==> src/rtl/core/oeq_pkg.sv <==
`timescale 1ns / 1ps
// ----------------------------------------------------------------------------
// oeq_pkg
// shared constants, status codes and record types of the event queue
// ----------------------------------------------------------------------------
package oeq_pkg;

    // ring storage
    localparam int QUEUE_DEPTH = 1024;
    localparam int IDX_W       = (QUEUE_DEPTH > 1) ? $clog2(QUEUE_DEPTH) : 1;
    localparam int LAP_W       = 16;
    localparam int SIZE_W      = 11;
    localparam int CNT_W       = ((IDX_W + 1) > SIZE_W) ? (IDX_W + 1) : SIZE_W;
    localparam int SIZE_RESET  = 1024;

    // result queue between front and back
    localparam int FQ_DEPTH = 4;
    localparam int FQ_AW    = $clog2(FQ_DEPTH);
    localparam int FQ_LW    = $clog2(FQ_DEPTH + 2);

    // operation codes
    localparam logic OP_POST = 1'b0;
    localparam logic OP_GET  = 1'b1;

    // status codes
    localparam logic [1:0] ST_OK        = 2'd0;
    localparam logic [1:0] ST_EMPTY     = 2'd1;
    localparam logic [1:0] ST_DROPPED   = 2'd2;
    localparam logic [1:0] ST_OVERWROTE = 2'd3;

    localparam int ATTR_W    = 58;
    localparam int PAYLOAD_W = 6 * 64;

    typedef struct packed {
        logic [4:0]  kind;
        logic [31:0] initiator;
        logic [7:0]  portal;
        logic [63:0] tag_bits;
        logic [63:0] requested_length;
        logic [63:0] manipulated_length;
        logic [63:0] buf_offset;
        logic [63:0] user_context;
        logic [63:0] header_data;
        logic [2:0]  failure_kind;
        logic [9:0]  atomic_code;
    } t_record;

    typedef struct packed {
        logic [1:0] status;
        t_record    rec;
    } t_result;

    typedef struct packed {
        logic    valid;
        t_result result;
    } t_push;

endpackage

==> src/rtl/core/oeq_back.sv <==
`timescale 1ns / 1ps
// ----------------------------------------------------------------------------
// oeq_back
// result queue that holds finished transactions until the consumer takes them
// ----------------------------------------------------------------------------
module oeq_back import oeq_pkg::*; (
    input  logic             i_clk,
    input  logic             i_rst_n,
    input  t_push            i_push,
    output logic [FQ_LW-1:0] o_level,
    output logic             o_valid,
    input  logic             i_ready,
    output t_result          o_result
);

    t_result          r_mem [FQ_DEPTH];
    logic [FQ_AW-1:0] r_wr_ptr, r_rd_ptr;
    logic [FQ_LW-1:0] r_level, n_level;
    logic             pop;

    assign o_valid  = (r_level != '0);
    assign pop      = o_valid && i_ready;
    assign o_result = r_mem[r_rd_ptr];
    assign o_level  = r_level;

    always_comb begin
        n_level = r_level;
        if (i_push.valid && !pop) begin
            n_level = r_level + FQ_LW'(1);
        end else if (!i_push.valid && pop) begin
            n_level = r_level - FQ_LW'(1);
        end
    end

    always_ff @(posedge i_clk) begin
        if (!i_rst_n) begin
            r_wr_ptr <= '0;
            r_rd_ptr <= '0;
            r_level  <= '0;
        end else begin
            if (i_push.valid) begin
                r_wr_ptr <= r_wr_ptr + FQ_AW'(1);
            end
            if (pop) begin
                r_rd_ptr <= r_rd_ptr + FQ_AW'(1);
            end
            r_level <= n_level;
        end
    end

    always_ff @(posedge i_clk) begin
        if (i_push.valid) begin
            r_mem[r_wr_ptr] <= i_push.result;
        end
    end

endmodule

==> config.mk <==
export PLATFORM = sky130hd
export DESIGN_NAME = oeq_back
export DESIGN_NICKNAME = d
export VERILOG_FILES = /design/src/rtl/core/oeq_pkg.sv /design/src/rtl/core/oeq_back.sv
export SDC_FILE = /design/constraint.sdc
export NUM_CORES = 1
export LEC_CHECK = 0
export ABC_CLOCK_PERIOD_IN_PS = 17000
export BUFFER_PORTS_ARGS = -buffer_cell sky130_fd_sc_hd__clkbuf_2
export CAP_MARGIN = 5
export CORE_AREA = 2 2 350 352
export DETAILED_ROUTE_END_ITERATION = 8
export DIE_AREA = 0 0 352 354
export PLACE_DENSITY = 0.79
export SYNTH_ARGS = -nofsm -noshare
export SYNTH_HDL_FRONTEND = slang
export SYNTH_SLANG_ARGS = --single-unit
==> constraint.sdc <==
create_clock -name i_clk -period 17 [get_ports i_clk]
set_input_delay 2.55 -clock i_clk [delete_from_list [all_inputs] [get_ports i_clk]]
set_output_delay 2.55 -clock i_clk [all_outputs]
set_load 0.02 [all_outputs]
==> results.md <==
- Max-cap violations in this run came to 0.
- After clock tree synthesis, the clock-pin slew on the worst setup and hold paths is 0.06 ns.
- The share of the clock period used by the worst path after layout is 0.4425.
- The global-route usage over all layers is 0.2343.
- The dominant combinational cell family by area after synthesis is multiplexers.
- The net count reported at finish is 3814.
- The TritonCTS clock tree is yes.
- The number of pins exceeding their max-slew limit in the final report is 0.
- The overall overflow remaining after global route is 0.
- The average via count per standard cell is 5.798.
- Of the cells placed in the final design, the portion with a size suffix greater than 1 is 0.4598.
- The met2 usage in global routing is 0.3981.
- Buffers added to address setup during post-CTS repair amount to 0.
- The portion of total power attributed to the clock network is 0.317.
- For met1 alone, demand over resource in global routing was 0.2622.
- At the placement stage, the worst setup path has a slack of 10.10 ns.
- The final weighted congestion in routability-driven placement is 0.7870.
- In this run the count of I/O pins placed on the die edge is 896.
- The power per standard cell area is 150.7 nW/um^2.
- The net count after synthesis is 2815.
- The leakage power figure is 25.36 nW.
- The effective utilization at floorplan is 0.5327.
- The post-layout instance area is 76090 sq um.
- The mapped netlist covers 64410 sq um.
- Averaged over all synthesized cells, the footprint is 27.28 sq um.
- In this run the vertical extent of the chip is 354 microns.
- The clock tree root driver cell is clkbuf_16.
- Measured along the x axis, the die boundary spans 352 microns.
- The routed design has 147200 microns of wire.
- The kind of critical path is reg -> out.
- Data on the critical path is required at its endpoint by 14.45 ns.
- The share of total power consumed by net switching is 0.2844.
- The reg-to-reg setup timing slack is 12.50 ns.
- The clock drives 1785 sinks.
- Of the total synthesized cell area, the portion taken by AND, OR, NAND and NOR gates is 0.001263.
- Derived from the worst setup path, the maximum achievable clock frequency is 0.1329 GHz.
- The share of total power dissipated in combinational logic is 0.233.
- Once detailed placement completed, the half-perimeter wirelength came to 86960 microns.
- Yosys printed 0 warnings.
- The CTS buffer count is 170.
- The adder-cell share of the synthesized area is 0.001282.
- In the global route stage, met3 resource usage came out at 0.08160.
- The H-tree was split into 4 levels.
- Across all setup checks in the final design, the least slack found is 9.478 ns.
- The area of placed instances is 70650 sq um.
- The count of buffers added on input and output ports is 895.
- The total internal power is 0.008205 W.
- The sort of element at the start of the critical path is a flop.
- Of the total power, registers draw 0.450.
- In this run the power spent charging and discharging nets is 0.003261 W.
- The worst setup path is captured at a primary output.
- Before antenna repair, the detailed router went through 7 iterations.
- The setup total negative slack is 0 ns.
- The final worst hold slack is 0.5755 ns.
- The largest buffer count on any clock path is 3.
- The die covers 124600 sq um.
- The final routed wire length divided by cell count is 28.54 microns.
- The number of hold violations in the final report came to 0.
- The DRC violation count after routing is 0.
- Along the worst hold path, the cell count comes to 2.
- The transition at the pin with the smallest max-transition slack is 1.182 ns.
- Counting cells, the worst reg-to-reg path comes to 6.
- The first-pass GRT wire length is 211400 microns.
- The area growth from synthesis to layout is 18.14%.
- The worst-case IR drop observed on VDD is 0.0001279 V.
- The fraction of the mapped netlist area in compound gates came to 0.0004468.
- Of the total synthesized cell area, the portion taken by XOR and XNOR cells is 0.0006799.
- The most congested layer reported by global routing is met2.
- The vias after detailed routing is 29.91k.
- The number of antenna-violating nets in the routed design is 0.
- Measured against the total synthesized area, the mux share comes to 0.1556.
- Of all nets on the critical path, the largest fanout is 50.
- Synthesis instantiated 21 different standard cells from the library.
- At the later pin of the worst-skew pair, clock insertion delay measures 0.79 ns.
- The setup clock skew after layout is 0.02169 ns.
- The run finished with clean final reports.
- The sequential cell area fraction in the yosys report is 0.8308.
- Post-CTS repair changed the size of 0 cells.
- The flop and latch count out of synthesis is 1785.
- Headroom to the max-slew limit came out at 0.2120.
- Entering global routing, the biggest net connects 147 pins.
- Setup repair after global routing left no endpoint under its margin.
- The number of buffers inserted for hold repair after clock tree synthesis is 0.
- The number of global-route vias before repair is 31.49k.
- The tightest min-delay check is of the reg -> reg type.
- The number of violations reported at the end of detailed-routing iteration 0 is 2848.
- The minimum clock period after layout is 7.522 ns.
- Fill cells in the final layout number 7651.
- The placeable core area is 120900 sq um.
- The floorplan row count is 128.
- Synthesis produced 2361 cells.
- The number of antenna violations at the first check in global routing is 56.
- For the worst setup path, the data arrival time is 4.97 ns.
- Setup violations remaining at the end of the flow were counted as 0.
## per-layer routing
| layer | part of all wire | vias to the layer above | routed length, microns |
|---|---|---|---|
| met5 | 0.0018 | - | 265 |
| met1 | 0.33 | 15640 | 48430 |
| li1 | - | 12410 | - |
| met4 | 0.047 | 36 | 6847 |
| met3 | 0.094 | 332 | 13900 |
| met2 | 0.53 | 1487 | 77760 |
## power by group through the flow
stage | registers [W] | logic, W | clock network [W]
after global routing | 0.00518 | 0.00280 | 0.00384
after global placement | 0.00523 | 0.00265 | 0
final | 0.00516 | 0.00267 | 0.00363
after CTS | 0.00516 | 0.00271 | 0.00370
after detailed placement | 0.00525 | 0.00267 | 0
after floorplan | 0.00529 | 0.00188 | 0
## kinds of logic (layout without fill, tap and decap cells)
group           Yosys count  count (layout)
buf+inv                 102            1236
simple gates             13              13
fa+ha+maj                 6               6
other cells               0              38
xor+xnor                  5               5
flops                  1785            1785
mux                     446             446
compound gates            4               4
## cells in the final DEF, fill, tap and decap left out, types with 2 or more instances in the layout
cell type,instances
xor2_1,2
mux2i_1,2
ha_1,5
buf_4,22
dfxtp_1,7
and2_1,5
clkinvlp_4,5
inv_16,3
nor2b_1,2
xnor2_1,3
or3_1,2
mux4_2,444
clkinv_4,2
bufinv_16,12
and2_4,4
inv_6,7
clkbuf_8,4
clkinv_8,2
clkinv_1,33
dfxtp_4,2
clkbuf_1,43
buf_12,9
clkbuf_2,895
clkinv_2,23
clkbuf_16,171
inv_1,3
diode_2,38
edfxtp_1,1776
## synthesized netlist by cell type
cell / count / share of area
buf_6: 18 / 0.0031
xnor2_1: 3 / 0.00041
and2_1: 9 / 0.00087
dfxtp_1: 9 / 0.0028
o31ai_1: 1 / 0.00012
buf_1: 18 / 0.0010
edfxtp_1: 1776 / 0.83
buf_2: 26 / 0.0020
o21ai_0: 1 / 0.000078
nor2b_1: 2 / 0.00019
a21boi_0: 1 / 0.00012
xor2_1: 2 / 0.00027
fa_1: 1 / 0.00031
mux2i_1: 2 / 0.00031
inv_1: 3 / 0.00017
clkbuf_1: 13 / 0.00076
buf_4: 24 / 0.0028
ha_1: 5 / 0.00097
or3_1: 2 / 0.00019
mux4_2: 444 / 0.16
o311ai_0: 1 / 0.00014
## area by class of cell
class	count	area, sq um	area share
clock buffers	218	4496	0.05908
repair buffers	926	4825	0.06340
well taps	1625	2033	0.02672
multi-input cells	474	10270	0.1349
inverters	3	11.26	0.0001480
diodes	38	95.09	0.001250
clock inverters	89	849.6	0.01116
flip-flops and latches	1785	53520	0.7033
## state kept, by name, summed over array words and instances, names as in the netlist, named ones only
| register | cells |
|---|---|
| r_rd_ptr | 2 |
| r_wr_ptr | 2 |
| r_mem | 1776 |
| o_level | 3 |
## worst max-delay path, cell delays in order, from the launching register on
cell      delay (ns)
dfxtp_4         0.71
buf_4           0.87
buf_4           0.84
buf_4           0.82
mux4_2          0.61
clkbuf_2        0.20
## path summary, 6_finish.rpt
kind	startpoint	to
min reg2reg	r_wr_ptr[1]$_SDFFE_PN0P_	r_wr_ptr[1]$_SDFFE_PN0P_
max reg2reg	r_wr_ptr[1]$_SDFFE_PN0P_	r_mem[0][418]$_DFFE_PP_
max	flop	o_result[341]
min	r_wr_ptr[1]$_SDFFE_PN0P_	r_wr_ptr[1]$_SDFFE_PN0P_
## stage by stage
step	instances	total power [W]	utilization
final	5158	0.01147	0.6293
after global routing	5154	0.01182	0.6292
after CTS	5120	0.01156	0.6285
after detailed placement	4813	0.007916	0.5843
after global placement	4813	0.007879	0.5843
after floorplan	2361	0.007173	-
(Power assumes the default switching activity.)
